**src/hdl/tcce_pkg.sv**
```systemverilog
// shared types, constants and helpers of the text console cursor engine
`default_nettype none

package tcce_pkg;

   // grid limits
   localparam int unsigned MAX_COLUMNS = 256;
   localparam int unsigned MAX_ROWS    = 256;

   // character codes
   localparam logic [7:0] CODE_BACKSPACE = 8'h7f;
   localparam logic [7:0] CODE_NEWLINE   = 8'h0a;
   localparam logic [7:0] CODE_SPACE     = 8'h20;

   // register reset values
   localparam logic [8:0]  RESET_COLUMNS = 9'd128;
   localparam logic [8:0]  RESET_ROWS    = 9'd96;
   localparam logic [29:0] RESET_BASE    = 30'd0;

   // front-to-back queue
   localparam int unsigned QUEUE_DEPTH = 4;
   localparam int unsigned QUEUE_AW    = $clog2(QUEUE_DEPTH);

   typedef enum logic [1:0] {
      OP_PUT   = 2'd0,
      OP_SET   = 2'd1,
      OP_CLEAR = 2'd2
   } op_type;

   typedef enum logic [1:0] {
      CMD_PLOT   = 2'd0,
      CMD_SCROLL = 2'd1,
      CMD_CLEAR  = 2'd2
   } cmd_type;

   typedef enum logic [1:0] {
      REG_COLUMNS = 2'd0,
      REG_ROWS    = 2'd1,
      REG_BASE    = 2'd2
   } reg_index_type;

   typedef struct packed {
      logic [1:0] op;
      logic [7:0] char_code;
      logic [7:0] col_in;
      logic [7:0] row_in;
   } req_word_type;

   typedef struct packed {
      logic [1:0]  command;
      logic [7:0]  glyph;
      logic [7:0]  cell_col;
      logic [7:0]  cell_row;
      logic [31:0] cell_address;
      logic        last;
   } rsp_word_type;

   // classified work for one input: an optional plot, then an optional scroll or clear
   typedef struct packed {
      logic       plot_valid;
      logic [7:0] glyph;
      logic [7:0] col;
      logic [7:0] row;
      logic       tail_valid;
      cmd_type    tail_cmd;
   } entry_type;

   // settings the back end needs for addressing
   typedef struct packed {
      logic [7:0]  cols_last;
      logic [29:0] frame_base;
   } cfg_type;

   // last valid index of a grid dimension, register value saturated to 1..limit
   function automatic logic [7:0] sat_last(input logic [8:0] v, input logic [8:0] limit);
      logic [8:0] d;
      begin
         if (v == 9'd0) begin
            d = 9'd0;
         end else if (v > limit) begin
            d = limit - 9'd1;
         end else begin
            d = v - 9'd1;
         end
         sat_last = d[7:0];
      end
   endfunction

   function automatic logic [7:0] min8(input logic [7:0] a, input logic [7:0] b);
      min8 = (a > b) ? b : a;
   endfunction

endpackage

`default_nettype wire

```
**src/hdl/tcce_front.sv**
```systemverilog
// front end: settings, cursor state and classification of input words
`default_nettype none

module tcce_front import tcce_pkg::*; (
   input  wire logic         clock,
   input  wire logic         reset,
   input  wire logic         push,
   output logic              full,
   input  wire req_word_type req_word,
   input  wire logic         csr_write_en,
   input  wire logic [1:0]   csr_index,
   input  wire logic [29:0]  csr_data,
   input  wire logic         q_full,
   output logic              q_push,
   output entry_type         q_entry,
   output cfg_type           cfg
);

   logic [7:0]  cols_last_ff, cols_last_in;
   logic [7:0]  rows_last_ff, rows_last_in;
   logic [29:0] base_ff, base_in;
   logic [7:0]  cursor_col_ff, cursor_col_in;
   logic [7:0]  cursor_row_ff, cursor_row_in;

   logic      accept;
   entry_type entry;
   logic [7:0] nc, nr;

   assign full   = q_full;
   assign accept = push && !q_full;

   // classify the word and work out the next cursor
   always_comb begin
      entry            = '0;
      entry.tail_cmd   = CMD_SCROLL;
      nc               = cursor_col_ff;
      nr               = cursor_row_ff;
      case (op_type'(req_word.op))
         OP_PUT: begin
            if (req_word.char_code == CODE_BACKSPACE) begin
               if (cursor_col_ff == 8'd0) begin
                  nc = cols_last_ff;
                  nr = (cursor_row_ff != 8'd0) ? cursor_row_ff - 8'd1 : 8'd0;
               end else begin
                  nc = cursor_col_ff - 8'd1;
               end
               entry.plot_valid = 1'b1;
               entry.glyph      = CODE_SPACE;
               entry.col        = nc;
               entry.row        = nr;
            end else if (req_word.char_code == CODE_NEWLINE) begin
               nc = 8'd0;
               if (cursor_row_ff == rows_last_ff) begin
                  entry.tail_valid = 1'b1;
               end else begin
                  nr = cursor_row_ff + 8'd1;
               end
            end else begin
               entry.plot_valid = 1'b1;
               entry.glyph      = req_word.char_code;
               entry.col        = cursor_col_ff;
               entry.row        = cursor_row_ff;
               if (cursor_col_ff == cols_last_ff) begin
                  nc = 8'd0;
                  if (cursor_row_ff == rows_last_ff) begin
                     entry.tail_valid = 1'b1;
                  end else begin
                     nr = cursor_row_ff + 8'd1;
                  end
               end else begin
                  nc = cursor_col_ff + 8'd1;
               end
            end
         end
         OP_SET: begin
            nc = min8(req_word.col_in, cols_last_ff);
            nr = min8(req_word.row_in, rows_last_ff);
         end
         OP_CLEAR: begin
            nc               = 8'd0;
            nr               = 8'd0;
            entry.tail_valid = 1'b1;
            entry.tail_cmd   = CMD_CLEAR;
         end
         default: begin
         end
      endcase
   end

   assign q_push  = accept && (entry.plot_valid || entry.tail_valid);
   assign q_entry = entry;

   // settings writes pull the cursor back into the grid
   always_comb begin
      cols_last_in  = cols_last_ff;
      rows_last_in  = rows_last_ff;
      base_in       = base_ff;
      cursor_col_in = cursor_col_ff;
      cursor_row_in = cursor_row_ff;
      if (csr_write_en) begin
         case (reg_index_type'(csr_index))
            REG_COLUMNS: cols_last_in = sat_last(csr_data[8:0], 9'(MAX_COLUMNS));
            REG_ROWS:    rows_last_in = sat_last(csr_data[8:0], 9'(MAX_ROWS));
            REG_BASE:    base_in      = csr_data;
            default: begin
            end
         endcase
         cursor_col_in = min8(cursor_col_ff, cols_last_in);
         cursor_row_in = min8(cursor_row_ff, rows_last_in);
      end else if (accept) begin
         cursor_col_in = nc;
         cursor_row_in = nr;
      end
   end

   always_ff @(posedge clock) begin
      if (reset) begin
         cols_last_ff  <= sat_last(RESET_COLUMNS, 9'(MAX_COLUMNS));
         rows_last_ff  <= sat_last(RESET_ROWS, 9'(MAX_ROWS));
         base_ff       <= RESET_BASE;
         cursor_col_ff <= 8'd0;
         cursor_row_ff <= 8'd0;
      end else begin
         cols_last_ff  <= cols_last_in;
         rows_last_ff  <= rows_last_in;
         base_ff       <= base_in;
         cursor_col_ff <= cursor_col_in;
         cursor_row_ff <= cursor_row_in;
      end
   end

   assign cfg.cols_last  = cols_last_ff;
   assign cfg.frame_base = base_ff;

`ifndef SYNTHESIS
   // cursor never leaves the grid
   a_cursor_in_grid: assert property (@(posedge clock) disable iff (reset)
      (cursor_col_ff <= cols_last_ff) && (cursor_row_ff <= rows_last_ff))
      else $error("cursor outside grid");
`endif

endmodule

`default_nettype wire

```
**src/hdl/tcce_queue.sv**
```systemverilog
// short queue of classified entries between front and back end
`default_nettype none

module tcce_queue import tcce_pkg::*; (
   input  wire logic      clock,
   input  wire logic      reset,
   input  wire logic      q_push,
   input  wire entry_type q_entry,
   output logic           q_full,
   output logic           q_valid,
   output entry_type      q_head,
   input  wire logic      q_pop
);

   localparam int unsigned CW = $clog2(QUEUE_DEPTH + 1);

   entry_type             slot_ff [QUEUE_DEPTH];
   logic [QUEUE_AW-1:0]   wr_ff, wr_in;
   logic [QUEUE_AW-1:0]   rd_ff, rd_in;
   logic [CW-1:0]         cnt_ff, cnt_in;
   logic                  do_push, do_pop;

   assign q_full  = (cnt_ff == CW'(QUEUE_DEPTH));
   assign q_valid = (cnt_ff != '0);
   assign q_head  = slot_ff[rd_ff];
   assign do_push = q_push && !q_full;
   assign do_pop  = q_pop && q_valid;

   // pointer and fill count
   always_comb begin
      wr_in  = do_push ? wr_ff + 1'b1 : wr_ff;
      rd_in  = do_pop ? rd_ff + 1'b1 : rd_ff;
      cnt_in = cnt_ff;
      if (do_push && !do_pop) begin
         cnt_in = cnt_ff + 1'b1;
      end else if (do_pop && !do_push) begin
         cnt_in = cnt_ff - 1'b1;
      end
   end

   always_ff @(posedge clock) begin
      if (reset) begin
         wr_ff  <= '0;
         rd_ff  <= '0;
         cnt_ff <= '0;
      end else begin
         wr_ff  <= wr_in;
         rd_ff  <= rd_in;
         cnt_ff <= cnt_in;
      end
   end

   // entry storage
   always_ff @(posedge clock) begin
      if (do_push) begin
         slot_ff[wr_ff] <= q_entry;
      end
   end

`ifndef SYNTHESIS
   // the front end never offers an entry to a full queue
   a_no_overflow: assert property (@(posedge clock) disable iff (reset)
      !(q_push && q_full))
      else $error("push into full queue");
   // fill count stays within depth
   a_count_bound: assert property (@(posedge clock) disable iff (reset)
      cnt_ff <= CW'(QUEUE_DEPTH))
      else $error("queue count out of range");
`endif

endmodule

`default_nettype wire

```
**src/hdl/tcce_back.sv**
```systemverilog
// back end: expands queue entries into result words and buffers them
`default_nettype none

module tcce_back import tcce_pkg::*; (
   input  wire logic      clock,
   input  wire logic      reset,
   input  wire cfg_type   cfg,
   input  wire logic      q_valid,
   input  wire entry_type q_head,
   output logic           q_pop,
   output logic           empty,
   input  wire logic      pop,
   output rsp_word_type   rsp_word
);

   rsp_word_type ob_ff [2];
   logic         ob_wr_ff, ob_wr_in;
   logic         ob_rd_ff, ob_rd_in;
   logic [1:0]   ob_cnt_ff, ob_cnt_in;
   logic         phase_ff, phase_in;

   logic         out_take, space, fire, use_plot;
   logic [16:0]  row_span;
   rsp_word_type word;

   assign out_take = pop && (ob_cnt_ff != 2'd0);
   assign space    = (ob_cnt_ff != 2'd2) || out_take;
   assign fire     = q_valid && space;
   assign use_plot = q_head.plot_valid && !phase_ff;
   assign row_span = 17'(q_head.row) * ({1'b0, cfg.cols_last} + 9'd1);

   // build the next result word
   always_comb begin
      word = '0;
      if (use_plot) begin
         word.command      = CMD_PLOT;
         word.glyph        = q_head.glyph;
         word.cell_col     = q_head.col;
         word.cell_row     = q_head.row;
         word.cell_address = {2'b00, cfg.frame_base}
                           + {7'd0, row_span, 8'd0}
                           + {19'd0, q_head.col, 5'd0};
         word.last         = !q_head.tail_valid;
      end else begin
         word.command = q_head.tail_cmd;
         word.last    = 1'b1;
      end
   end

   assign q_pop = fire && word.last;

   // sequencing and output buffer control
   always_comb begin
      phase_in  = phase_ff;
      ob_wr_in  = ob_wr_ff;
      ob_rd_in  = out_take ? !ob_rd_ff : ob_rd_ff;
      ob_cnt_in = ob_cnt_ff;
      if (fire) begin
         phase_in = !word.last;
         ob_wr_in = !ob_wr_ff;
      end
      if (fire && !out_take) begin
         ob_cnt_in = ob_cnt_ff + 2'd1;
      end else if (out_take && !fire) begin
         ob_cnt_in = ob_cnt_ff - 2'd1;
      end
   end

   always_ff @(posedge clock) begin
      if (reset) begin
         phase_ff  <= 1'b0;
         ob_wr_ff  <= 1'b0;
         ob_rd_ff  <= 1'b0;
         ob_cnt_ff <= 2'd0;
      end else begin
         phase_ff  <= phase_in;
         ob_wr_ff  <= ob_wr_in;
         ob_rd_ff  <= ob_rd_in;
         ob_cnt_ff <= ob_cnt_in;
      end
   end

   // output word storage
   always_ff @(posedge clock) begin
      if (fire) begin
         ob_ff[ob_wr_ff] <= word;
      end
   end

   assign empty    = (ob_cnt_ff == 2'd0);
   assign rsp_word = ob_ff[ob_rd_ff];

`ifndef SYNTHESIS
   // second half of an entry is only pending for an entry with plot and tail
   a_phase_pair: assert property (@(posedge clock) disable iff (reset)
      phase_ff |-> (q_valid && q_head.plot_valid && q_head.tail_valid))
      else $error("tail phase without paired entry");
   // output buffer holds at most two words
   a_ob_bound: assert property (@(posedge clock) disable iff (reset)
      ob_cnt_ff != 2'd3)
      else $error("output buffer overrun");
`endif

endmodule

`default_nettype wire

```
**src/hdl/text_console_cursor_engine_unit.sv**
```systemverilog
// top level of the text console cursor engine
//
// Usage: input words (op, char_code, col_in, row_in) enter through push/full
// like a queue write; an input word is taken at an edge with push high and
// full low. Result words (command, glyph, cell, address, last) leave through
// empty/pop: the oldest word is on rsp_word while empty is low and leaves at
// an edge with pop high. Each input word yields zero, one or two result
// words; the final one of a group carries last.
// Path: an input word is registered in the queue, and its result words in
// the output buffer, from which rsp_word is read.
// Throughput: one input word per cycle while full is low; the back end, while
// its output buffer has room, emits one result word per cycle, so a plot and a
// scroll need two of them; a four-entry front-to-back queue absorbs the difference.
// Settings are written through csr_write_en/csr_index/csr_data; the user must
// write only while idle (unchecked here); a write pulls the cursor back into the grid.
// Reset: synchronous; cursor at home, 128 by 96 grid, base 0, all empty.
// When the receiver stops popping, the output buffer then the queue fill
// and full rises; nothing is dropped.
`default_nettype none

module text_console_cursor_engine_unit import tcce_pkg::*; (
   input  wire logic         clock,
   input  wire logic         reset,
   input  wire logic         push,
   output logic              full,
   input  wire req_word_type req_word,
   output logic              empty,
   input  wire logic         pop,
   output rsp_word_type      rsp_word,
   input  wire logic         csr_write_en,
   input  wire logic [1:0]   csr_index,
   input  wire logic [29:0]  csr_data
);

   logic      q_push, q_full, q_valid, q_pop;
   entry_type q_entry, q_head;
   cfg_type   cfg;

   // cursor and classification
   tcce_front u_front (
      .clock        (clock),
      .reset        (reset),
      .push         (push),
      .full         (full),
      .req_word     (req_word),
      .csr_write_en (csr_write_en),
      .csr_index    (csr_index),
      .csr_data     (csr_data),
      .q_full       (q_full),
      .q_push       (q_push),
      .q_entry      (q_entry),
      .cfg          (cfg)
   );

   // decoupling queue
   tcce_queue u_queue (
      .clock   (clock),
      .reset   (reset),
      .q_push  (q_push),
      .q_entry (q_entry),
      .q_full  (q_full),
      .q_valid (q_valid),
      .q_head  (q_head),
      .q_pop   (q_pop)
   );

   // result word generation
   tcce_back u_back (
      .clock    (clock),
      .reset    (reset),
      .cfg      (cfg),
      .q_valid  (q_valid),
      .q_head   (q_head),
      .q_pop    (q_pop),
      .empty    (empty),
      .pop      (pop),
      .rsp_word (rsp_word)
   );

endmodule

`default_nettype wire
```
**config.mk**
```make
export PLATFORM = sky130hd
export DESIGN_NAME = text_console_cursor_engine_unit
export DESIGN_NICKNAME = d
export VERILOG_FILES = /design/src/hdl/tcce_pkg.sv /design/src/hdl/tcce_front.sv /design/src/hdl/tcce_queue.sv /design/src/hdl/tcce_back.sv /design/src/hdl/text_console_cursor_engine_unit.sv
export SDC_FILE = /design/constraint.sdc
export NUM_CORES = 1
export LEC_CHECK = 0
export BUFFER_PORTS_ARGS = -buffer_cell sky130_fd_sc_hd__buf_2
export CORE_ASPECT_RATIO = 1.25
export CORE_MARGIN = 2
export CORE_UTILIZATION = 50
export CTS_BUF_LIST = sky130_fd_sc_hd__clkbuf_8 sky130_fd_sc_hd__clkbuf_16
export DETAILED_ROUTE_END_ITERATION = 16
export PLACE_DENSITY = 0.73
export SLEW_MARGIN = 25
export SYNTH_ARGS = -nofsm -noshare
export SYNTH_HDL_FRONTEND = slang
export SYNTH_SLANG_ARGS = --single-unit
export TNS_END_PERCENT = 20
```
**constraint.sdc**
```tcl
create_clock -name clock -period 9.2 [get_ports clock]
set_input_delay 1.38 -clock clock [delete_from_list [all_inputs] [get_ports clock]]
set_output_delay 1.38 -clock clock [all_outputs]
set_load 0.1 [all_outputs]
```
==> metrics.md, run 1 <==
| Metric | Value |
|---|---|
| Post-CTS Setup Bufs | `0` |
| Port Buffer Count | `approximately 120` |
| Yosys reg bits | `slightly above 300` |
| Area grow syn2layout | `11.1%` |
| Top cells by area, synth | `edfxtp_1, dfxtp_1, ha_1` |
| GRT Total Usage | `0.232` |
| Antenna diodes | `0` |
| Vias in the first global route | `~13k` |
| Worst clock skew | `0.0291 ns` |
| Multi-input gate area | `9330 µm²` |
| CTS clk-pin slew, worst paths | `around 0.060 ns` |
| Clk root buf | `clkbuf_16` |
| Setup Total Neg Slack | `0 ns` |
| Antenna Nets Post-Route | `0` |
| Yosys top cell area share | `0.373` |
| Design area | `20600 µm²` |
| Core area | `36400 µm²` |
| Die height | `about 220 µm` |
| Die Area | `38600 µm²` |
| Outcome | `finished clean` |
| Largest net degree at the start of global routing | `around 60` |
| IR drop worst, VDD | `0.245 mV` |
| Fmax | `0.121 GHz` |
| Die width | `176 µm` |
| Sequential share of the synthesized area | `0.456` |
| IO Pins | `approximately 120` |
| Crit path max fanout | `15` |
| Syn_area_per_cell | `10.7 µm²` |
| Worst-skew pair later-pin latency | `between 0.5 and 0.6 ns` |
| Clk sinks | `307` |
| Fin nets | `2042` |
| Total congestion overflow | `0` |
| Setup CP Type | `reg -> reg` |
| DRC | `0` |
| Initial antenna violation count | `1` |
| FF/Latch Area | `between 8000 and 9000 µm²` |
| Drt total wl | `around 45000 µm` |
| CTS Hold Buffers Added | `0` |
| Routed WL per cell | `19.2 µm` |
| Initial Util | `0.509` |
| Vias per std cell | `between 5 and 6` |
| Startpoint types | `flip-flop` |
| Rel. slew slack | `0.316` |
| Ys flop type | `edfxtp_1` |
| CTS tree | `yes` |
| Initial DRC count | `roughly 1.1k` |
| Post-Synthesis Cells | `between 1.5k and 2k` |
| GPL Wtd Cong | `0.894` |
| Post-cts sizing count | `0` |
| First-pass GRT wire length | `a little over 70000 µm` |
| DP HPWL | `32400 µm` |
| Worst setup EP type | `flip-flop` |
| Final setup fails | `0` |
| Post-synthesis async set-or-reset flop share | `0` |
| Max-slew violations | `0` |
| Placement Cell Area | `between 15000 and 20000 µm²` |
| Yosys cell types | `86` |
| Tcrit/Tclk final | `0.895` |
| H-tree depth | `1` |
| Total CTS buffers | `30` |
| DRT Pass-1 Iters | `6` |
| Max clock buf depth | `3` |
| Arrival time worst endpoint | `8.55 ns` |
| YS warnings | `0` |
| LEAKAGE | `8.33 nW` |
| Worst slew pin tran | `1.02 ns` |
| Layout cells sized above 1 | `0.175` |
| CP Data Required Time | `9.51 ns` |
| Max Cap Viol | `0` |
| Detailed-route via count | `approximately 13k` |
| Fill cells | `~3.0k` |
| Std cell rows | `around 80` |
| PnR Total Power | `between 7 and 8 mW` |
| Number of synthesized flops with an enable pin | `230` |
| Crit path time final | `roughly 8.2 ns` |
| Area leader, netlist | `edfxtp_1` |
| Min-Delay Path Class | `reg -> reg` |
| RSZ-0062 raised after global routing | `false` |
| Final hold vios | `0` |
| PwrDens | `381 nW/µm²` |
| Post-Syn Area | `18500 µm²` |
## state kept, by name, indices dropped and copies added, names as in the netlist, named ones only
name and count:
u_back.ob_ff 118, u_queue.slot_ff 112, u_front.base_ff 30, u_front.cols_last_ff 8, u_front.cursor_col_ff 8, u_front.cursor_row_ff 8, u_front.rows_last_ff 8, u_queue.cnt_ff 3
u_back.ob_cnt_ff 2, u_queue.rd_ff 2, u_queue.wr_ff 2, u_back.ob_rd_ff 1, u_back.ob_wr_ff 1, u_back.phase_ff 1
## metal layers
metal	global-route usage	wire length, µm	vias up
met5	0	0	-
met4	0.0733	1180	0
met3	0.0267	2710	76
met2	0.406	22100	435
met1	0.299	18600	6577
li1	-	-	6383
## cells by family (layout without fill, tap and decap cells)
logic type      count (synthesis)  in the layout  synth area share
flops                         307            307             0.456
other cells                     1              2          0.000202
fa+ha+maj                     159            159             0.125
xor+xnor                       90             90            0.0425
compound gates                311            311             0.108
buf+inv                       201            314            0.0423
simple gates                  537            537             0.140
mux                           125            125            0.0857
## power by group
part           internal, mW  switching [mW]
Clock                 0.716           0.526
Combinational          1.37            3.21
Sequential             1.89           0.114
## synth_stat cells (26+ instances only)
library cell and n:
edfxtp_1 230, nor2_1 175, nand2_1 147, inv_1 118, ha_1 113, a21oi_1 104
dfxtp_1 77, mux2_2 68, clkbuf_1 56, xnor2_1 55, o21ai_0 54, fa_1 45
mux2i_1 36, xor2_1 35, nand3_1 30, nor2b_1 26
## final timing paths
check / depth (start not counted) / end / slack [ns] / startpoint
setup reg to reg: 27 / u_back.ob_ff[0][29] / 0.96 / flip-flop
hold / removal: 2 / u_front.base_ff[0] / 0.46 / u_front.base_ff[0]
hold reg to reg: 2 / u_front.base_ff[0] / 0.46 / u_front.base_ff[0]
setup / recovery: 27 / u_back.ob_ff[0][29] / 0.96 / flip-flop
## stage by stage
stage	cells	utilization	hold WS (ns)	setup WS (ns)
global route	2325	0.565	0.474	0.387
detailed placement	2269	0.537	0.447	0.988
finish	2325	0.565	0.456	0.964
global placement	2269	0.537	0.444	1.14
CTS	2325	0.565	0.455	0.942
floorplan	1732	-	0.436	1.46
## cell usage in the layout (no fill, tap or decap), types with 5 or more instances in the layout
cell type	netlist	layout
mux4_2	20	20
clkbuf_16	0	30
o21ai_1	13	13
mux2_2	68	68
nand4_1	16	16
nand2b_1	20	19
a21o_1	16	16
a22o_1	8	8
nor2_1	175	173
or2_2	18	18
and3_1	20	20
o21a_1	9	9
or4_1	6	6
buf_4	2	17
nor2b_1	26	25
nor3_1	20	20
fa_1	45	45
o2111ai_1	6	6
ha_1	113	113
dfxtp_1	77	75
a21oi_1	104	104
and2_2	0	5
o221ai_1	9	9
o21ai_0	54	54
nor4_1	8	8
xor2_1	35	35
nand3_1	30	30
nand2_1	147	147
inv_1	118	128
buf_2	4	123
or3_1	9	9
and2_1	18	13
o31ai_1	13	13
a22oi_1	5	5
a211oi_1	20	20
edfxtp_1	230	230
o211ai_1	7	7
a31oi_1	7	6
xnor2_1	55	55
mux2i_1	36	36
## critical path, stage by stage, from the launching register on
cell	delay [ns]
dfxtp_1	0.79
mux2_2	0.41
o21ai_1	0.59
nor2_1	0.16
fa_1	0.46
fa_1	0.54
inv_1	0.05
fa_1	0.46
fa_1	0.54
inv_1	0.04
ha_1	0.33
a21oi_1	0.24
o21bai_1	0.09
a21oi_1	0.25
nor2_1	0.08
o2111ai_1	0.17
nand3_1	0.12
nor2_1	0.14
xnor2_1	0.16
ha_1	0.28
a21oi_1	0.16
or3b_2	0.47
o21ai_2	0.24
nor4b_1	0.27
nor3_1	0.13
and4b_1	0.32
nand3_1	0.11
mux2_1	0.34
## layout make-up
cell class | instances | area share
multi-input combinational | 1224 | 0.453
clock buffer | 31 | 0.0371
sequential | 307 | 0.411
clock inverter | 25 | 0.0120
tap | 480 | 0.0292
timing repair buffer | 140 | 0.0361
inverter | 118 | 0.0215
No activity file was read; power rests on OpenSTA's default activity.
==> inputs of run 2 (changes only) <==
--- a/config.mk
+++ b/config.mk
@@ -15,5 +15,6 @@
 export SLEW_MARGIN = 25
 export SYNTH_ARGS = -nofsm -noshare
 export SYNTH_HDL_FRONTEND = slang
+export SYNTH_HIERARCHICAL = 1
 export SYNTH_SLANG_ARGS = --single-unit
 export TNS_END_PERCENT = 20
==> run 2 against run 1 <==
  * Clock skew increased by 0.022 ns
  * Largest power group unchanged
  * Register-to-register slack improved by 0.16 ns
  * Clock-buffer cell count decreased by 1
  * Non-clock buffer count decreased by 5
  * Highest routed layer is now met5
  * Core utilization decreased by 0.54 points
  * Global-route usage decreased by 0.10 points
  * Routed wire length increased by 1.9%
==> metrics.md, run 2 <==
| Metric | Value |
|---|---|
| R2R cell count | `27` |
| Most frequent cells in the layout | `edfxtp_1, nand2_1, buf_2` |
| Antenna Nets Post-Route | `0` |
| Initial DRC count | `1048` |
| Area leader, netlist | `edfxtp_1` |
| Tcrit/Tclk final | `0.878` |
| Setup CP Type | `reg -> reg` |
| Yosys reg bits | `307` |
| End of the worst register-to-register path | `u_back/ob_ff[1][27]` |
| Post-Synthesis Cells | `1695` |
| Drt total wl | `45500 µm` |
| DRT Pass-1 Iters | `5` |
| Most frequent cells after synthesis | `edfxtp_1, nand2_1, ha_1` |
| DP HPWL | `around 34000 µm` |
| Post-Syn Area | `approximately 19000 µm²` |
| Worst clock skew | `0.0506 ns` |
| Die height | `221 µm` |
| Largest regs | `u_back/ob_ff x118, u_queue/slot_ff x112, u_front/base_ff x30` |
| Top cells by area, synth | `edfxtp_1, dfxtp_1, ha_1` |
| Utilization after layout | `0.560` |
| Core area | `approximately 37000 µm²` |
| Sequential share of the synthesized area | `0.448` |
| Final hold vios | `0` |
| Placement Cell Area | `between 15000 and 20000 µm²` |
| Final setup fails | `0` |
| YS warnings | `6` |
| Worst slew pin tran | `~1.1 ns` |
| Post-cts sizing count | `0` |
| Max clock buf depth | `3` |
| Port Buffer Count | `around 120` |
| CTS tree | `yes` |
| Clk sinks | `about 300` |
| CP Data Required Time | `9.62 ns` |
| CTS clk-pin slew, worst paths | `around 0.06 ns` |
| RR Startpoint | `u_front/cols_last_ff[1]` |
| Total CTS buffers | `30` |
| CP dominant cell by count | `a21oi_1` |
| Initial antenna violation count | `2` |
| Vias per std cell | `around 5.8` |
| Worst setup path endpoint | `u_back/ob_ff[1][27]` |
| Number of synthesized flops with an enable pin | `230` |
| Setup crit start | `u_front/cols_last_ff[1]` |
| Die Area | `~39000 µm²` |
| Ys flop type | `edfxtp_1` |
| CP peak stage delay | `approximately 0.56 ns` |
| Worst setup EP type | `flip-flop` |
| Vias in the first global route | `between 10k and 15k` |
| PwrDens | `369 nW/µm²` |
| Detailed-route via count | `13.4k` |
| Family with the most delay on the worst path | `adder cells` |
| Syn_area_per_cell | `11.1 µm²` |
| Yosys cell types | `92` |
| Post-CTS Setup Bufs | `0` |
| Clk root buf | `clkbuf_16` |
| Commonest non-fill, non-tap cell in the layout | `edfxtp_1` |
| Largest net degree at the start of global routing | `59` |
| Rel. slew slack | `0.262` |
| Die width | `178 µm` |
| Stages on worst setup path | `27` |
| RSZ-0062 raised after global routing | `false` |
| Routed WL per cell | `19.8 µm` |
| CTS Hold Buffers Added | `0` |
| Max Cap Viol | `0` |
| Initial Util | `0.506` |
| Yosys top cell area share | `0.366` |
| Count leader, synth | `edfxtp_1` |
| Layout cells sized above 1 | `0.178` |
| GPL Wtd Cong | `0.959` |
| Crit path max fanout | `9` |
| Outcome | `finished clean` |
| Min-Delay Path Class | `reg -> reg` |
| Worst path slowest cell | `xor2_1` |
| Largest register by flop count | `u_back/ob_ff` |
| GRT Total Usage | `0.231` |
| CP bufs+invs | `4` |
| Std cell rows | `79` |
| Max reg flops | `approximately 120` |
| Crit path time final | `slightly above 8 ns` |
| Startpoint types | `flip-flop` |
| Hold slack | `0.456 ns` |
| Fin nets | `about 2k` |
| H-tree depth | `1` |
| IO Pins | `~120` |
| First-pass GRT wire length | `71900 µm` |
| Antenna diodes | `0` |
| DRC | `0` |
| Fmax | `between 0.1 and 0.15 GHz` |
| R2R Setup Slk | `roughly 1.1 ns` |
| Arrival time worst endpoint | `approximately 8.5 ns` |
| Worst-skew pair later-pin latency | `0.61 ns` |
| Setup Total Neg Slack | `0 ns` |
| Max-slew violations | `0` |
| Design area | `around 21000 µm²` |
| Area grow syn2layout | `10.6%` |
| Post-synthesis async set-or-reset flop share | `0` |
| IR drop worst, VDD | `about 0.27 mV` |
| Total congestion overflow | `0` |
| LEAKAGE | `~8.3 nW` |
-- run 2: per-stage QoR --
| step | std cells | power (mW) | worst slack, ns |
|---|---|---|---|
| floorplan | 1696 | 5.65 | 1.97 |
| global placement | 2239 | 6.36 | 1.54 |
| detailed placement | 2239 | 6.43 | 1.27 |
| CTS | 2294 | 7.73 | 1.21 |
| global route | 2294 | 8.16 | 0.585 |
| finish | 2294 | 7.69 | 1.12 |
-- run 2: worst reg2reg max path, delay by kind of cell, from the launching register on --
| kind | cells | cell delay [ns] |
|---|---|---|
| buffers and inverters | 4 | 0.21 |
| DFF | 1 | 0.50 |
| xor gates and xnor gates | 3 | 1.01 |
| AOI/OAI and AO/OA | 8 | 1.73 |
| adders and majority gates | 7 | 2.92 |
| and+or+nand+nor | 5 | 1.52 |
-- run 2: kinds of logic after synthesis --
logic type | Yosys count | share of synthesized area
and+or+nand+nor | 510 | 0.141
AOI/OAI and AO/OA | 320 | 0.115
DFF | 307 | 0.448
buffers and inverters | 187 | 0.0419
adders and majority gates | 158 | 0.123
muxes | 118 | 0.0872
xor gates and xnor gates | 94 | 0.0436
other | 1 | 0.000199
-- run 2: cell type report --
cell class,instances,area (µm²)
Clock inverter,25,289
Tap cell,486,608
Sequential cell,307,8450
Clock buffer,30,751
Fill cell,3150,16400
Multi-Input combinational cell,1202,9650
Timing Repair Buffer,135,706
Inverter,109,409
-- run 2: layer usage --
layer,share of wire,global-route usage,up-vias
met2,0.49,0.392,460
met5,0.00029,0,-
met3,0.061,0.0266,104
met1,0.41,0.297,6491
li1,-,-,6325
met4,0.038,0.0957,2
-- run 2: worst min path at each step --
stage                             from                  to  depth (start not counted)
global placement    u_front/base_ff[3]  u_front/base_ff[3]                          2
floorplan           u_front/base_ff[0]  u_front/base_ff[0]                          2
global route        u_front/base_ff[1]  u_front/base_ff[1]                          2
finish              u_front/base_ff[2]  u_front/base_ff[2]                          2
detailed placement  u_front/base_ff[2]  u_front/base_ff[2]                          2
CTS                 u_front/base_ff[2]  u_front/base_ff[2]                          2
-- run 2: report_power, final --
part	switching, mW	total (mW)	internal, mW
logic	3.09	4.42	1.33
registers	0.124	1.99	1.87
clock network	0.539	1.28	0.741
==> inputs of run 3 (changes only) <==
--- a/config.mk
+++ b/config.mk
@@ -10,8 +10,10 @@
 export CORE_MARGIN = 2
 export CORE_UTILIZATION = 50
 export CTS_BUF_LIST = sky130_fd_sc_hd__clkbuf_8 sky130_fd_sc_hd__clkbuf_16
+export CTS_CLUSTER_DIAMETER = 60
+export CTS_CLUSTER_SIZE = 25
 export DETAILED_ROUTE_END_ITERATION = 16
-export PLACE_DENSITY = 0.73
+export PLACE_DENSITY = 0.7
 export SLEW_MARGIN = 25
 export SYNTH_ARGS = -nofsm -noshare
 export SYNTH_HDL_FRONTEND = slang
==> run 3 against run 2 <==
  * Setup slack lost 0.13 ns
  * Via count shrank 0.67%
  * Clock-buffer cell count shrank 7
  * Routed wire length fell by 0.81%
  * Clock skew down 0.018 ns
  * Design area fell by 0.88%
  * Flip-flop and latch count unchanged
  * First-iteration DRC count down 6.4%
  * Sequential power barely moved
  * Total power shrank 3.2%
  * Critical path depth unchanged
  * Largest power group unchanged
==> metrics.md, run 3 (synthesized netlist as in run 2, its figures left out) <==
| Metric | Value |
|---|---|
| Fmax | `0.122 GHz` |
| CTS Hold Buffers Added | `0` |
| DP HPWL | `33700 µm` |
| Largest net degree at the start of global routing | `around 60` |
| Commonest non-fill, non-tap cell in the layout | `edfxtp_1` |
| Largest register by flop count | `u_back/ob_ff` |
| Rel. slew slack | `0.338` |
| Crit path max fanout | `18` |
| Vias per std cell | `5.82` |
| Drt total wl | `45100 µm` |
| Antenna Nets Post-Route | `0` |
| Std cell rows | `79` |
| DRT Pass-1 Iters | `6` |
| Outcome | `finished clean` |
| Startpoint types | `flip-flop` |
| Worst slew pin tran | `0.990 ns` |
| Post-CTS Setup Bufs | `0` |
| H-tree depth | `1` |
| Clk sinks | `just over 300` |
| Total congestion overflow | `0` |
| Core area | `37300 µm²` |
| CP Data Required Time | `around 9.6 ns` |
| Max clock buf depth | `3` |
| Largest regs | `u_back/ob_ff x118, u_queue/slot_ff x112, u_front/base_ff x30` |
| Die height | `221 µm` |
| Utilization after layout | `0.555` |
| GPL Wtd Cong | `0.929` |
| CTS tree | `yes` |
| Post-cts sizing count | `0` |
| RSZ-0062 raised after global routing | `false` |
| Initial Util | `0.506` |
| Vias in the first global route | `roughly 13k` |
| Max reg flops | `between 100 and 150` |
| Fin nets | `2002` |
| Total CTS buffers | `22` |
| Die Area | `around 39000 µm²` |
| Tcrit/Tclk final | `0.892` |
| LEAKAGE | `~8 nW` |
| Hold Crit Depth | `2` |
| Max-slew violations | `0` |
| Fill cells | `~3.1k` |
| Initial DRC count | `roughly 980` |
| Placement Cell Area | `about 20000 µm²` |
| Setup CP Type | `reg -> reg` |
| Port Buffer Count | `approximately 120` |
| Min-Delay Path Class | `reg -> reg` |
| Hold slack | `~0.46 ns` |
| Setup Total Neg Slack | `0 ns` |
| DRC | `0` |
| IO Pins | `around 120` |
| Routed WL per cell | `19.7 µm` |
| Worst-skew pair later-pin latency | `0.56 ns` |
| Final hold vios | `0` |
| IR drop worst, VDD | `approximately 0.23 mV` |
| Arrival time worst endpoint | `~8.6 ns` |
| Clk root buf | `clkbuf_16` |
| Initial antenna violation count | `0` |
| Max Cap Viol | `0` |
| GRT Total Usage | `0.232` |
| Layout cells sized above 1 | `0.176` |
| Detailed-route via count | `13.3k` |
| Crit path time final | `about 8.2 ns` |
| Most frequent cells in the layout | `edfxtp_1, nand2_1, buf_2` |
| PwrDens | `roughly 360 nW/µm²` |
| Worst setup EP type | `flip-flop` |
| Worst clock skew | `0.0325 ns` |
| PnR Total Power | `7.45 mW` |
| R2R cell count | `27` |
| Design area | `between 20000 and 25000 µm²` |
| First-pass GRT wire length | `72300 µm` |
| Area grow syn2layout | `9.65%` |
| Die width | `approximately 180 µm` |
| Final setup fails | `0` |
| CTS clk-pin slew, worst paths | `about 0.09 ns` |
==> run 3: cell types whose count changed in the layout (fill, tap and decap cells not counted), sizes merged <==
cell,change
diode,+1
clkbuf,-7
bufinv,-4
clkinv,-8
inv,+5
clkinvlp,-1
buf,+5
==> run 3: worst paths after layout <==
kind	slack (ns)	start	end
setup reg to reg	0.99	u_front/cols_last_ff[0]	u_back/ob_ff[0][27]
setup / recovery	0.99	u_front/cols_last_ff[0]	u_back/ob_ff[0][27]
hold reg to reg	0.46	u_front/base_ff[4]	u_front/base_ff[4]
hold / removal	0.46	u_front/base_ff[4]	u_front/base_ff[4]
==> run 3: final cells by class <==
class | count | area, µm² | share of cell area
Clock buffer | 23 | 564 | 0.0273
Tap cell | 486 | 608 | 0.0294
Timing Repair Buffer | 140 | 743 | 0.0359
Sequential cell | 307 | 8450 | 0.409
Antenna cell | 1 | 2.50 | 0.000121
Multi-Input combinational cell | 1202 | 9660 | 0.467
Inverter | 109 | 409 | 0.0198
Clock inverter | 17 | 249 | 0.0120
==> run 3: metrics by stage <==
stage	std cells	worst slack (ns)
final	2285	0.992
after global routing	2284	0.302
after CTS	2284	0.972
after detailed placement	2244	0.972
after global placement	2244	1.19
after floorplan	1696	1.97
==> run 3: routing by layer <==
metal / GRT usage / share of wire / wire (µm) / vias up
met1: 0.304 / 0.42 / 19100 / 6474
met4: 0.0973 / 0.044 / 2000 / 0
met3: 0.0253 / 0.054 / 2450 / 92
met5: 0 / 0 / 0 / -
li1: - / - / - / 6307
met2: 0.388 / 0.48 / 21600 / 420
==> run 3: report_power, final <==
group / total, mW / internal (mW) / switching, mW
sequential: 1.99 / 1.86 / 0.129
clock: 1.07 / 0.520 / 0.551
combinational: 4.38 / 1.33 / 3.05
total: 7.45 / 3.71 / 3.73
==> run 3: worst max-delay path, cell delays in order (launching register included) <==
cell	delay, ns
dfxtp_1	0.82
and3_1	0.27
nand3_1	0.12
xor2_1	0.62
nand2b_1	0.20
fa_1	0.43
fa_1	0.49
inv_1	0.06
fa_1	0.52
inv_1	0.05
fa_1	0.53
inv_1	0.04
ha_1	0.32
a21o_1	0.20
a21oi_1	0.23
inv_1	0.06
a21oi_1	0.18
xnor2_1	0.14
ha_1	0.35
a211o_1	0.30
a21oi_1	0.17
a21oi_1	0.09
a21oi_1	0.34
xor2_1	0.28
nor4_2	0.47
o211ai_1	0.19
or4_1	0.52
nand2_1	0.10
